===== src/hw/rtl/bomd_pkg.sv =====
// Shared types, codes and constants of the byte order mark text decoder.
package bomd_pkg;

  // Default number of entries in the queue between front and back end.
  localparam int unsigned DefQueueDepth = 4;

  // Width of a decoded code point.
  localparam int unsigned CpW = 31;

  // Decode modes; the numeric value is also the reported encoding.
  typedef enum logic [2:0] {
    ModePlain   = 3'd0,
    ModeUtf8Bom = 3'd1,
    ModeUtf16Le = 3'd2,
    ModeUtf16Be = 3'd3,
    ModeUtf32Le = 3'd4,
    ModeUtf32Be = 3'd5,
    ModeDetect  = 3'd6
  } bomd_mode_e;

  // Error codes carried with each result.
  typedef enum logic [1:0] {
    ErrNone    = 2'd0,
    ErrMissing = 2'd1,
    ErrStray   = 2'd2
  } bomd_err_e;

  // Code points that take part in newline folding.
  localparam logic [CpW-1:0] CpNul  = 31'h0000_0000;
  localparam logic [CpW-1:0] CpLf   = 31'h0000_000A;
  localparam logic [CpW-1:0] CpVt   = 31'h0000_000B;
  localparam logic [CpW-1:0] CpFf   = 31'h0000_000C;
  localparam logic [CpW-1:0] CpCr   = 31'h0000_000D;
  localparam logic [CpW-1:0] CpSub  = 31'h0000_001A;
  localparam logic [CpW-1:0] CpNel  = 31'h0000_0085;
  localparam logic [CpW-1:0] CpLsep = 31'h0000_2028;
  localparam logic [CpW-1:0] CpPsep = 31'h0000_2029;

  // UTF-16 surrogate handling.
  localparam logic [15:0] SurMask   = 16'hFC00;
  localparam logic [15:0] SurHigh   = 16'hD800;
  localparam logic [15:0] SurLow    = 16'hDC00;
  localparam logic [20:0] SupplBase = 21'h01_0000;

  // One queue entry: a group of bytes to decode, optionally closing the stream.
  typedef struct packed {
    bomd_mode_e       mode;
    logic [3:0][7:0]  bytes;
    logic [2:0]       start;
    logic [2:0]       stop;
    logic             stream_end;
  } bomd_entry_t;

  // One result item without its last flag.
  typedef struct packed {
    logic [CpW-1:0] code_point;
    bomd_err_e      error_kind;
    logic           stream_good;
    bomd_mode_e     encoding;
    logic           end_marker;
  } bomd_res_t;

endpackage


===== src/hw/rtl/bomd_if.sv =====
// Valid/ready channel interfaces for the decoder input and result streams.
interface bomd_in_if;
  logic       valid;
  logic       ready;
  logic [7:0] data_byte;
  logic       stream_end;

  modport source (output valid, output data_byte, output stream_end, input ready);
  modport sink   (input valid, input data_byte, input stream_end, output ready);
endinterface

interface bomd_out_if;
  logic                     valid;
  logic                     ready;
  logic [bomd_pkg::CpW-1:0] code_point;
  logic [1:0]               error_kind;
  logic                     stream_good;
  logic [2:0]               detected_encoding;
  logic                     end_marker;
  logic                     last_result;

  modport source (output valid, output code_point, output error_kind, output stream_good,
                  output detected_encoding, output end_marker, output last_result,
                  input ready);
  modport sink   (input valid, input code_point, input error_kind, input stream_good,
                  input detected_encoding, input end_marker, input last_result,
                  output ready);
endinterface


===== src/hw/rtl/bomd_fifo.sv =====
// Small queue of decode entries between the front and back end.
module bomd_fifo #(
  parameter int unsigned Depth = bomd_pkg::DefQueueDepth
) (
  input  logic                  clk_i,
  input  logic                  rst_ni,
  input  logic                  push_i,
  input  bomd_pkg::bomd_entry_t push_data_i,
  output logic                  full_o,
  input  logic                  pop_i,
  output bomd_pkg::bomd_entry_t head_o,
  output logic                  head_valid_o
);

  localparam int unsigned PtrW = (Depth > 1) ? $clog2(Depth) : 1;
  localparam int unsigned CntW = $clog2(Depth + 1);
  localparam logic [PtrW-1:0] LastPtr = PtrW'(Depth - 1);
  localparam logic [CntW-1:0] FullCnt = CntW'(Depth);

  bomd_pkg::bomd_entry_t mem_q [Depth];
  logic [PtrW-1:0] wr_ptr_q, wr_ptr_d;
  logic [PtrW-1:0] rd_ptr_q, rd_ptr_d;
  logic [CntW-1:0] cnt_q, cnt_d;

  assign full_o       = (cnt_q == FullCnt);
  assign head_valid_o = (cnt_q != '0);
  assign head_o       = mem_q[rd_ptr_q];

  // Pointer and fill count update.
  always_comb begin
    wr_ptr_d = wr_ptr_q;
    rd_ptr_d = rd_ptr_q;
    cnt_d    = cnt_q;
    if (push_i) begin
      wr_ptr_d = (wr_ptr_q == LastPtr) ? '0 : PtrW'(wr_ptr_q + 1'b1);
    end
    if (pop_i) begin
      rd_ptr_d = (rd_ptr_q == LastPtr) ? '0 : PtrW'(rd_ptr_q + 1'b1);
    end
    if (push_i && !pop_i) begin
      cnt_d = CntW'(cnt_q + 1'b1);
    end else if (pop_i && !push_i) begin
      cnt_d = CntW'(cnt_q - 1'b1);
    end
  end

  always_ff @(posedge clk_i or negedge rst_ni) begin
    if (!rst_ni) begin
      wr_ptr_q <= '0;
      rd_ptr_q <= '0;
      cnt_q    <= '0;
    end else begin
      wr_ptr_q <= wr_ptr_d;
      rd_ptr_q <= rd_ptr_d;
      cnt_q    <= cnt_d;
    end
  end

  // Entry storage needs no reset.
  always_ff @(posedge clk_i) begin
    if (push_i) begin
      mem_q[wr_ptr_q] <= push_data_i;
    end
  end

endmodule


===== src/hw/rtl/bomd_front.sv =====
// Front end: accepts byte beats, buffers and checks the byte order mark, builds entries.
module bomd_front (
  input  logic                  clk_i,
  input  logic                  rst_ni,
  bomd_in_if.sink               in_i,
  input  logic                  full_i,
  output logic                  push_o,
  output bomd_pkg::bomd_entry_t entry_o
);

  localparam logic [7:0] ByteEf = 8'hEF;
  localparam logic [7:0] ByteBb = 8'hBB;
  localparam logic [7:0] ByteBf = 8'hBF;
  localparam logic [7:0] ByteFf = 8'hFF;
  localparam logic [7:0] ByteFe = 8'hFE;
  localparam logic [7:0] ByteNul = 8'h00;

  typedef struct packed {
    bomd_pkg::bomd_mode_e mode;
    logic [2:0]           skip;
  } det_t;

  // Compare the first n buffered bytes against the known marks.
  function automatic det_t detect(logic [3:0][7:0] b, logic [2:0] n);
    det_t r;
    r.mode = bomd_pkg::ModePlain;
    r.skip = 3'd0;
    if (n >= 3'd3 && b[0] == ByteEf && b[1] == ByteBb && b[2] == ByteBf) begin
      r.mode = bomd_pkg::ModeUtf8Bom;
      r.skip = 3'd3;
    end else if (n >= 3'd2 && b[0] == ByteFf && b[1] == ByteFe) begin
      if (n >= 3'd4 && b[2] == ByteNul && b[3] == ByteNul) begin
        r.mode = bomd_pkg::ModeUtf32Le;
        r.skip = 3'd4;
      end else begin
        r.mode = bomd_pkg::ModeUtf16Le;
        r.skip = 3'd2;
      end
    end else if (n >= 3'd4 && b[0] == ByteNul && b[1] == ByteNul && b[2] == ByteFe &&
                 b[3] == ByteFf) begin
      r.mode = bomd_pkg::ModeUtf32Be;
      r.skip = 3'd4;
    end else if (n >= 3'd2 && b[0] == ByteFe && b[1] == ByteFf) begin
      r.mode = bomd_pkg::ModeUtf16Be;
      r.skip = 3'd2;
    end
    return r;
  endfunction

  bomd_pkg::bomd_mode_e mode_q, mode_d;
  logic [1:0]           cnt_q, cnt_d;
  logic [2:0][7:0]      bom_q;
  logic                 bom_we;
  logic                 accept;
  logic [3:0][7:0]      det_bytes;
  logic [2:0]           det_n;
  det_t                 det;

  assign in_i.ready = !full_i;
  assign accept     = in_i.valid && !full_i;

  // Classify each accepted beat and form the queue entry.
  always_comb begin
    det_bytes = {in_i.data_byte, bom_q[2], bom_q[1], bom_q[0]};
    det_n     = in_i.stream_end ? {1'b0, cnt_q} : 3'd4;
    det       = detect(det_bytes, det_n);
    mode_d    = mode_q;
    cnt_d     = cnt_q;
    bom_we    = 1'b0;
    push_o    = 1'b0;
    entry_o            = '0;
    entry_o.mode       = mode_q;
    entry_o.bytes[0]   = in_i.data_byte;
    entry_o.stream_end = in_i.stream_end;
    if (accept) begin
      if (in_i.stream_end) begin
        push_o = 1'b1;
        if (mode_q == bomd_pkg::ModeDetect) begin
          entry_o.mode  = det.mode;
          entry_o.bytes = det_bytes;
          entry_o.start = det.skip;
          entry_o.stop  = det_n;
        end
        mode_d = bomd_pkg::ModeDetect;
        cnt_d  = '0;
      end else if (mode_q == bomd_pkg::ModeDetect) begin
        if (cnt_q == 2'd3) begin
          push_o        = 1'b1;
          entry_o.mode  = det.mode;
          entry_o.bytes = det_bytes;
          entry_o.start = det.skip;
          entry_o.stop  = det_n;
          mode_d        = det.mode;
          cnt_d         = '0;
        end else begin
          bom_we = 1'b1;
          cnt_d  = 2'(cnt_q + 2'd1);
        end
      end else begin
        push_o       = 1'b1;
        entry_o.stop = 3'd1;
      end
    end
  end

  always_ff @(posedge clk_i or negedge rst_ni) begin
    if (!rst_ni) begin
      mode_q <= bomd_pkg::ModeDetect;
      cnt_q  <= '0;
    end else begin
      mode_q <= mode_d;
      cnt_q  <= cnt_d;
    end
  end

  // Mark buffer holds payload only.
  always_ff @(posedge clk_i) begin
    if (bom_we) begin
      bom_q[cnt_q] <= in_i.data_byte;
    end
  end

endmodule


===== src/hw/rtl/bomd_back.sv =====
// Back end: decodes queued bytes, one per unstalled cycle, folds newlines, drives results.
module bomd_back (
  input  logic                  clk_i,
  input  logic                  rst_ni,
  input  logic                  head_valid_i,
  input  bomd_pkg::bomd_entry_t head_i,
  output logic                  pop_o,
  bomd_out_if.source            out_o
);

  localparam int unsigned CpW = bomd_pkg::CpW;

  // Count of leading one bits of a byte.
  function automatic logic [3:0] lead_ones(logic [7:0] b);
    logic [3:0] n;
    logic       done;
    n    = '0;
    done = 1'b0;
    for (int i = 7; i >= 0; i--) begin
      if (!done) begin
        if (b[i]) begin
          n = 4'(n + 4'd1);
        end else begin
          done = 1'b1;
        end
      end
    end
    return n;
  endfunction

  // Decoder state.
  logic [CpW-1:0] partial_q, partial_d;
  logic [2:0]     pend_q, pend_d;
  logic [15:0]    hs_q, hs_d;
  logic           perr_q, perr_d;
  logic           swallow_q, swallow_d;
  logic           good_q, good_d;
  // Per-entry sequencing.
  logic [2:0]     cnt_q, cnt_d;
  logic           flushed_q, flushed_d;
  // Hold stage and output register.
  logic                h_valid_q, h_valid_d, h_final_q, h_final_d;
  bomd_pkg::bomd_res_t h_res_q;
  logic                o_valid_q, o_valid_d, o_last_q;
  bomd_pkg::bomd_res_t o_res_q;

  logic                o_free, step_en, step_final, final_step, move_h;
  logic [2:0]          idx;
  logic                feeding, close;
  logic [7:0]          cur_byte;
  logic [3:0]          lead_n;
  logic [15:0]         unit;
  logic [20:0]         pair_cp;
  logic [CpW-1:0]      le_val, be_val;
  logic                raw_valid, raw_endm, swallowed, r_valid;
  logic [CpW-1:0]      raw_cp;
  bomd_pkg::bomd_err_e raw_err;
  bomd_pkg::bomd_res_t res;

  // One decode step: a byte, the stream-end flush, the closing newline, or retiring a spent entry.
  always_comb begin
    o_free   = !o_valid_q || out_o.ready;
    step_en  = head_valid_i && (!h_valid_q || o_free);
    idx      = 3'(head_i.start + cnt_q);
    feeding  = idx < head_i.stop;
    cur_byte = head_i.bytes[idx[1:0]];
    lead_n   = lead_ones(cur_byte);
    unit     = (head_i.mode == bomd_pkg::ModeUtf16Le) ? {cur_byte, partial_q[7:0]}
                                                      : {partial_q[7:0], cur_byte};
    pair_cp  = 21'({hs_q[9:0], unit[9:0]}) + bomd_pkg::SupplBase;
    le_val   = partial_q | (CpW'(cur_byte) << {pend_q[1:0], 3'b000});
    be_val   = {partial_q[CpW-9:0], cur_byte};

    partial_d  = partial_q;
    pend_d     = pend_q;
    hs_d       = hs_q;
    perr_d     = perr_q;
    cnt_d      = cnt_q;
    flushed_d  = flushed_q;
    raw_valid  = 1'b0;
    raw_cp     = '0;
    raw_err    = bomd_pkg::ErrNone;
    raw_endm   = 1'b0;
    step_final = 1'b0;
    close      = 1'b0;

    if (feeding) begin
      step_final = (3'(idx + 3'd1) == head_i.stop) && !head_i.stream_end;
      cnt_d      = 3'(cnt_q + 3'd1);
      case (head_i.mode)
        bomd_pkg::ModeUtf16Le, bomd_pkg::ModeUtf16Be: begin
          if (pend_q == 3'd0) begin
            partial_d = CpW'(cur_byte);
            pend_d    = 3'd1;
          end else begin
            pend_d    = '0;
            partial_d = '0;
            if (hs_q != '0) begin
              raw_valid = 1'b1;
              hs_d      = '0;
              if ((unit & bomd_pkg::SurMask) == bomd_pkg::SurLow) begin
                raw_cp = CpW'(pair_cp);
              end else begin
                raw_cp  = CpW'(hs_q);
                raw_err = bomd_pkg::ErrMissing;
              end
            end else if ((unit & bomd_pkg::SurMask) == bomd_pkg::SurHigh) begin
              hs_d = unit;
            end else begin
              raw_valid = 1'b1;
              raw_cp    = CpW'(unit);
              if ((unit & bomd_pkg::SurMask) == bomd_pkg::SurLow) begin
                raw_err = bomd_pkg::ErrStray;
              end
            end
          end
        end
        bomd_pkg::ModeUtf32Le, bomd_pkg::ModeUtf32Be: begin
          partial_d = (head_i.mode == bomd_pkg::ModeUtf32Le) ? le_val : be_val;
          pend_d    = 3'(pend_q + 3'd1);
          if (pend_q == 3'd3) begin
            raw_valid = 1'b1;
            raw_cp    = partial_d;
            partial_d = '0;
            pend_d    = '0;
          end
        end
        default: begin
          // UTF-8, with or without a mark.
          if (pend_q == 3'd0) begin
            if (lead_n == 4'd0) begin
              raw_valid = 1'b1;
              raw_cp    = CpW'(cur_byte);
            end else if (lead_n == 4'd1) begin
              raw_valid = 1'b1;
              raw_cp    = CpW'(cur_byte);
              raw_err   = bomd_pkg::ErrStray;
            end else begin
              partial_d = CpW'(cur_byte & (8'hFF >> lead_n));
              pend_d    = 3'(lead_n - 4'd1);
              perr_d    = 1'b0;
            end
          end else begin
            if (cur_byte[7:6] == 2'b10) begin
              partial_d = {partial_q[CpW-7:0], cur_byte[5:0]};
            end else begin
              perr_d = 1'b1;
            end
            pend_d = 3'(pend_q - 3'd1);
            if (pend_q == 3'd1) begin
              raw_valid = 1'b1;
              raw_cp    = partial_d;
              raw_err   = perr_d ? bomd_pkg::ErrMissing : bomd_pkg::ErrNone;
              partial_d = '0;
              perr_d    = 1'b0;
            end
          end
        end
      endcase
    end else if (head_i.stream_end && !flushed_q) begin
      // Report an unfinished item before the closing newline.
      flushed_d = 1'b1;
      if (pend_q != '0 || hs_q != '0) begin
        raw_valid = 1'b1;
        raw_err   = bomd_pkg::ErrMissing;
        case (head_i.mode)
          bomd_pkg::ModePlain, bomd_pkg::ModeUtf8Bom: raw_cp = partial_q;
          bomd_pkg::ModeUtf16Le, bomd_pkg::ModeUtf16Be: raw_cp = CpW'(hs_q);
          default: raw_cp = '0;
        endcase
      end
    end else if (head_i.stream_end) begin
      raw_valid  = 1'b1;
      raw_cp     = bomd_pkg::CpSub;
      raw_endm   = 1'b1;
      step_final = 1'b1;
      close      = 1'b1;
    end else begin
      step_final = 1'b1;
    end

    // Newline folding, line feed swallowing and the sticky good flag.
    swallowed = swallow_q && raw_cp == bomd_pkg::CpLf && raw_err == bomd_pkg::ErrNone;
    swallow_d = swallow_q;
    good_d    = good_q;
    if (raw_valid) begin
      swallow_d = !swallowed && (raw_cp inside {bomd_pkg::CpNul, bomd_pkg::CpSub,
                                                bomd_pkg::CpCr});
      if (raw_err != bomd_pkg::ErrNone) begin
        good_d = 1'b0;
      end
    end
    res.code_point  = (raw_cp inside {bomd_pkg::CpNul, bomd_pkg::CpSub, bomd_pkg::CpCr,
                                      bomd_pkg::CpLf, bomd_pkg::CpVt, bomd_pkg::CpFf,
                                      bomd_pkg::CpNel, bomd_pkg::CpLsep, bomd_pkg::CpPsep})
                      ? bomd_pkg::CpLf : raw_cp;
    res.error_kind  = raw_err;
    res.stream_good = good_d;
    res.encoding    = head_i.mode;
    res.end_marker  = raw_endm;
    r_valid         = step_en && raw_valid && !swallowed;

    // The closing newline returns the decoder to its reset state.
    if (close) begin
      partial_d = '0;
      pend_d    = '0;
      hs_d      = '0;
      perr_d    = 1'b0;
      swallow_d = 1'b0;
      good_d    = 1'b1;
    end

    final_step = step_en && step_final;
    pop_o      = final_step;
    if (step_final) begin
      cnt_d     = '0;
      flushed_d = 1'b0;
    end

    // A held result leaves to a free output once a later one exists or its entry is done.
    move_h    = h_valid_q && o_free && (h_final_q || r_valid);
    h_valid_d = r_valid ? 1'b1 : (move_h ? 1'b0 : h_valid_q);
    h_final_d = r_valid ? final_step : (h_final_q || final_step);
    o_valid_d = move_h || (o_valid_q && !out_o.ready);
  end

  always_ff @(posedge clk_i or negedge rst_ni) begin
    if (!rst_ni) begin
      partial_q <= '0;
      pend_q    <= '0;
      hs_q      <= '0;
      perr_q    <= 1'b0;
      swallow_q <= 1'b0;
      good_q    <= 1'b1;
      cnt_q     <= '0;
      flushed_q <= 1'b0;
      h_valid_q <= 1'b0;
      h_final_q <= 1'b0;
      o_valid_q <= 1'b0;
    end else begin
      if (step_en) begin
        partial_q <= partial_d;
        pend_q    <= pend_d;
        hs_q      <= hs_d;
        perr_q    <= perr_d;
        swallow_q <= swallow_d;
        good_q    <= good_d;
        cnt_q     <= cnt_d;
        flushed_q <= flushed_d;
      end
      h_valid_q <= h_valid_d;
      h_final_q <= h_final_d;
      o_valid_q <= o_valid_d;
    end
  end

  // Result payload registers.
  always_ff @(posedge clk_i) begin
    if (r_valid) begin
      h_res_q <= res;
    end
    if (move_h) begin
      o_res_q  <= h_res_q;
      o_last_q <= h_final_q;
    end
  end

  assign out_o.valid             = o_valid_q;
  assign out_o.code_point        = o_res_q.code_point;
  assign out_o.error_kind        = o_res_q.error_kind;
  assign out_o.stream_good       = o_res_q.stream_good;
  assign out_o.detected_encoding = o_res_q.encoding;
  assign out_o.end_marker        = o_res_q.end_marker;
  assign out_o.last_result       = o_last_q;

endmodule


===== src/hw/rtl/unicode_bom_decoder_top.sv =====
// Top level of the byte order mark detecting UTF-8/16/32 text decoder.
//
// Channel  Direction  Payload                                         Handshake
// in_i     sink       data_byte, stream_end                           valid/ready
// out_o    source     code_point, error_kind, stream_good,            valid/ready
//                     detected_encoding, end_marker, last_result
//
// Once the encoding is known the block takes one byte beat per cycle while the queue
// has room; the back end decodes one byte per cycle while its results are not stalled.
// The beat that completes the four-byte mark check replays up to four bytes; a
// stream-end beat takes its replayed bytes plus a flush and a closing step.
// A result passes through the queue, the hold stage and the output register to out_o.
// Reset is asynchronous and returns the block to mark detection with an empty queue.
// A queue of QueueDepth entries, a one-result hold stage and the output register let
// input beats continue while results wait on out_o.ready.
module unicode_bom_decoder_top #(
  parameter int unsigned QueueDepth = bomd_pkg::DefQueueDepth
) (
  input logic        clk_i,
  input logic        rst_ni,
  bomd_in_if.sink    in_i,
  bomd_out_if.source out_o
);

  logic                  push;
  logic                  full;
  logic                  pop;
  logic                  head_valid;
  bomd_pkg::bomd_entry_t push_entry;
  bomd_pkg::bomd_entry_t head_entry;

  // Mark detection and entry building.
  bomd_front u_front (
    .clk_i   (clk_i),
    .rst_ni  (rst_ni),
    .in_i    (in_i),
    .full_i  (full),
    .push_o  (push),
    .entry_o (push_entry)
  );

  // Decoupling queue.
  bomd_fifo #(
    .Depth (QueueDepth)
  ) u_fifo (
    .clk_i        (clk_i),
    .rst_ni       (rst_ni),
    .push_i       (push),
    .push_data_i  (push_entry),
    .full_o       (full),
    .pop_i        (pop),
    .head_o       (head_entry),
    .head_valid_o (head_valid)
  );

  // Decoding and result output.
  bomd_back u_back (
    .clk_i        (clk_i),
    .rst_ni       (rst_ni),
    .head_valid_i (head_valid),
    .head_i       (head_entry),
    .pop_o        (pop),
    .out_o        (out_o)
  );

endmodule


===== src/flat_wrapper.sv =====
// flat-port wrapper written by rule: the top's interface ports become plain ports
module unicode_bom_decoder_top_flat 
#(
  parameter int unsigned QueueDepth = bomd_pkg::DefQueueDepth
)
  (clk_i, rst_ni, in_i_valid, in_i_data_byte, in_i_stream_end, in_i_ready, out_o_valid, out_o_code_point, out_o_error_kind, out_o_stream_good, out_o_detected_encoding, out_o_end_marker, out_o_last_result, out_o_ready);
  bomd_in_if in_i_i ();
  bomd_out_if out_o_i ();
  input logic clk_i;
  input logic rst_ni;
  input wire logic [$bits(in_i_i.valid)-1:0] in_i_valid;
  input wire logic [$bits(in_i_i.data_byte)-1:0] in_i_data_byte;
  input wire logic [$bits(in_i_i.stream_end)-1:0] in_i_stream_end;
  output wire logic [$bits(in_i_i.ready)-1:0] in_i_ready;
  output wire logic [$bits(out_o_i.valid)-1:0] out_o_valid;
  output wire logic [$bits(out_o_i.code_point)-1:0] out_o_code_point;
  output wire logic [$bits(out_o_i.error_kind)-1:0] out_o_error_kind;
  output wire logic [$bits(out_o_i.stream_good)-1:0] out_o_stream_good;
  output wire logic [$bits(out_o_i.detected_encoding)-1:0] out_o_detected_encoding;
  output wire logic [$bits(out_o_i.end_marker)-1:0] out_o_end_marker;
  output wire logic [$bits(out_o_i.last_result)-1:0] out_o_last_result;
  input wire logic [$bits(out_o_i.ready)-1:0] out_o_ready;
  assign in_i_i.valid = in_i_valid;
  assign in_i_i.data_byte = in_i_data_byte;
  assign in_i_i.stream_end = in_i_stream_end;
  assign in_i_ready = in_i_i.ready;
  assign out_o_valid = out_o_i.valid;
  assign out_o_code_point = out_o_i.code_point;
  assign out_o_error_kind = out_o_i.error_kind;
  assign out_o_stream_good = out_o_i.stream_good;
  assign out_o_detected_encoding = out_o_i.detected_encoding;
  assign out_o_end_marker = out_o_i.end_marker;
  assign out_o_last_result = out_o_i.last_result;
  assign out_o_i.ready = out_o_ready;
  unicode_bom_decoder_top #(.QueueDepth(QueueDepth)) u_core (.clk_i(clk_i), .rst_ni(rst_ni), .in_i(in_i_i), .out_o(out_o_i));
endmodule

===== config.mk =====
export PLATFORM = sky130hd
export DESIGN_NAME = unicode_bom_decoder_top_flat
export DESIGN_NICKNAME = d
export VERILOG_FILES = /design/src/hw/rtl/bomd_pkg.sv /design/src/hw/rtl/bomd_if.sv /design/src/hw/rtl/bomd_fifo.sv /design/src/hw/rtl/bomd_front.sv /design/src/hw/rtl/bomd_back.sv /design/src/hw/rtl/unicode_bom_decoder_top.sv /design/src/flat_wrapper.sv
export SDC_FILE = /design/constraint.sdc
export NUM_CORES = 1
export LEC_CHECK = 0
export BUFFER_PORTS_ARGS = -buffer_cell sky130_fd_sc_hd__buf_2
export CORE_MARGIN = 3
export CORE_UTILIZATION = 27
export DETAILED_ROUTE_END_ITERATION = 12
export GPL_TIMING_DRIVEN = 0
export PLACE_DENSITY_LB_ADDON = 0.1
export SETUP_SLACK_MARGIN = 0.2
export SLEW_MARGIN = 5
export SYNTH_ARGS = -nofsm -noshare
export SYNTH_HDL_FRONTEND = slang
export SYNTH_HIERARCHICAL = 1
export SYNTH_SLANG_ARGS = --single-unit

===== constraint.sdc =====
create_clock -name clk_i -period 16.1 [get_ports clk_i]
set_clock_uncertainty 0.05 [all_clocks]
set_input_delay 3.22 -clock clk_i [delete_from_list [all_inputs] [get_ports clk_i]]
set_output_delay 3.22 -clock clk_i [all_outputs]
set_load 0.005 [all_outputs]

==> run_results.csv <==
group,metric,value,unit
placed_design,place_congestion,0.8755,
setup_path,arrival,10.99,ns
layout,fill_cells,6509,
timing,maxSlewHeadroom,22.44,%
timing,worstMarginPinSlew,1.151,ns
drt,finalWirelength,60710,um
drt,vias,12992,
min_path,hold_path.class,"reg -> reg",
clock_tree,cts.sinks,341,
global_route,grt_use_total,17.31,%
setup_path,worstSetupEndpointType,"flop",
outcome,status,"finished, final reports clean",
job,max_cap_violations,0,
global_route,grt_antenna_before_repair,0,
clock_tree,clk_path_buf_depth,3,
drt,first_pass_iters,5,
timing,maxSlewViolCount,0,
setup_path,crit_fanout,24,
setup_path,crit_top_cell,"ha_1",
layout,drive_gt1_share,16.69,%
drt,ant_nets,0,
global_route,grt_max_degree,43,
die,initial_core_util,27.45,%
timing,max_freq,93.03,MHz
layout,nets,1627,
setup_path,ff2ff_setup_slack,5.35,ns
placed_design,hpwl,42990,um
synthesis,syn_area,17790,um^2
synthesis,synth_flop_cell,"edfxtp_1",
timing,min_period,10.75,ns
clock_tree,cts_root_buf,"clkbuf_16",
setup_path,cp_slowest_cell,"fa_1",
setup_path,criticalPathCategory,"reg -> reg",
drt,wire_per_inst,24.60,um
setup_path,worst-path-buf-inv,10,
die,ios,54,
clock_tree,post_cts_buffers,0,
setup_path,startpoint_type,"flop",
synthesis,synthCells,1477,
synthesis,ys_seq_elements,341,
setup_path,cp.required,16.34,ns
timing,hold_viol,0,
layout,final_core_util,31.98,%
global_route,overflow,0,
die,placementRows,93,
setup_path,path_delay_family,"buffers and inverters",
clock_tree,insertion_delay,0.59,ns
layout,multi_input_area,7229,um^2
synthesis,synth-edff-count,269,
clock_tree,cts_resized,0,
synthesis,syn_area_per_cell,12.04,um^2
drt,drc,0,
clock_tree,cts_hold_buf,0,
placed_design,io_buffers,53,
drt,viasPerCell,5.264,
timing,rsz0062_at_grt,"false",
clock_tree,cts_buffers,42,
timing,period_share,66.77,%
setup_path,max_stage_delay,0.86,ns
clock_tree,ctsHtreeMaxLevel,2,
clock_tree,path_clk_slew,0.06,ns
synthesis,synthesis.nets,1526,
drt,drt_iter0_markers,1274,
timing,tns,0,ns
global_route,grt_pass1_wl,90200,um
synthesis,ys_seq_area_share,55.56,%
die,die_x,262.7,um
layout,synthToLayoutAreaGrowth,16.52,%
clock_tree,cts_tree,"yes",
die,die_h,262.7,um
synthesis,yosysUniqueCellTypes,100,
synthesis,yosys_warnings,6,
timing,finalSetupViolations,0,
die,core,64810,um^2
layout,seqCellArea,9883,um^2
die,die_area,69000,um^2
global_route,grt_pass1_vias,13051,
synthesis,async_flop_share,21.11,%
-- metrics by stage --
stage	hold slack, ns	std cells	instance area [um^2]	worst slack (ns)
after floorplan	0.3503	1477	17790	6.497
after global placement	0.3506	2385	19120	3.003
after detailed placement	0.3545	2389	19250	5.326
after CTS	0.3678	2467	20720	5.239
after global routing	0.3671	2467	20720	4.810
final	0.3578	2468	20730	5.351
-- synth_stat cells (30+ instances only) --
cell type  instances  share of area, %
a21oi_1           76               2.1
and2_1            40               1.4
clkbuf_1          60               1.3
dfrtp_1           69               9.7
edfxtp_1         269                45
ha_1              34               2.4
inv_1             39              0.82
mux2i_1           31               1.7
mux4_2            46               5.8
nand2_1          183               3.9
nand3_1           30              0.84
nor2_1            88               1.9
o21ai_0           77               2.2
o21ai_1           31              0.87
-- cell usage in the layout, fill, tap and decap left out, drive strengths merged, types with 8 or more instances in the layout --
cell,count
mux2i,31
mux2,12
o21ai,108
a22o,12
a31oi,9
nor2b,9
buf,98
edfxtp,269
nor3,27
mux4,50
xnor2,8
a221o,8
and2,40
nor2,90
o41ai,9
clkinv,10
o221ai,8
nand2,186
nand4,16
nor4,15
o22ai,16
a211oi,14
ha,34
o31ai,11
a22oi,21
a221oi,11
inv,44
a21oi,76
clkbuf,117
nand3,30
xor2,8
dfrtp,69
o211ai,8
and3,9
a21o,15
-- kinds of logic (layout without fill, tap and decap cells) --
family                     count (synthesis)  count (layout)  share of synthesized area [%]
buffers and inverters                    142             277                          3.995
adders and majority gates                 36              36                          2.617
other                                      0               1                              0
xor gates and xnor gates                  16              16                         0.9356
DFF                                      341             341                          55.56
AOI/OAI and AO/OA                        377             377                          14.55
and+or+nand+nor                          472             472                          13.42
muxes                                     93              93                          8.919
-- worst reg2reg max path, delay by kind of cell, from the launching register on --
kind | cells | cell delay, ns
buffers and inverters | 10 | 3.40
adder cells (fa/ha/maj) | 7 | 2.62
multiplexers | 6 | 1.89
AO/OA/AOI/OAI | 5 | 1.43
AND/OR/NAND/NOR | 6 | 0.67
flip-flops | 1 | 0.34
-- worst paths after layout --
path | from | to | depth (start not counted)
setup / recovery | u_core/u_fifo/rd_ptr_q[1] | u_core/u_back/out_o.detected_encoding[1] | 34
max in group asynchronous | rst_ni | u_core/u_back/good_q | 2
hold / removal | u_core/u_back/h_res_q[7] | u_core/u_back/out_o.code_point[0] | 0
setup reg to reg | u_core/u_fifo/rd_ptr_q[1] | u_core/u_back/out_o.detected_encoding[1] | 34
min in group asynchronous | rst_ni | u_core/u_back/partial_q[27] | 1
hold reg to reg | u_core/u_back/h_res_q[7] | u_core/u_back/out_o.code_point[0] | 0
-- layer usage --
| metal | track usage [%] | share of wire [%] | up-vias |
|---|---|---|---|
| met1 | 24.16 | 45 | 6563 |
| met2 | 27.82 | 47 | 462 |
| met5 | 0 | 0 | - |
| met4 | 5.589 | 2.9 | 0 |
| li1 | - | - | 5863 |
| met3 | 2.350 | 5.5 | 104 |
-- sequential cells by signal (all words and copies together), names as in the netlist, 16 cells and up --
register,count
u_core/u_front/bom_q,24
u_core/u_back/hs_q,16
u_core/u_back/partial_q,31
u_core/u_back/h_res_q,38
u_core/u_fifo/mem_q,168
u_core/u_back/out_o.code_point,31
-- final cells by class --
cell class              instances  share of cell area [%]
flip-flops and latches        341                   47.68
multi-input cells             994                   34.88
clock buffers                  56                   5.663
well taps                     855                   5.162
plain buffers                 102                   2.705
repair buffers                 57                   1.714
clock inverters                22                   1.455
inverters                      40                  0.7244
diodes                          1                 0.01207
Power is left out: the tool's default activity adds up to more than one toggle a clock period on the data nets, which glitch-free logic cannot reach.
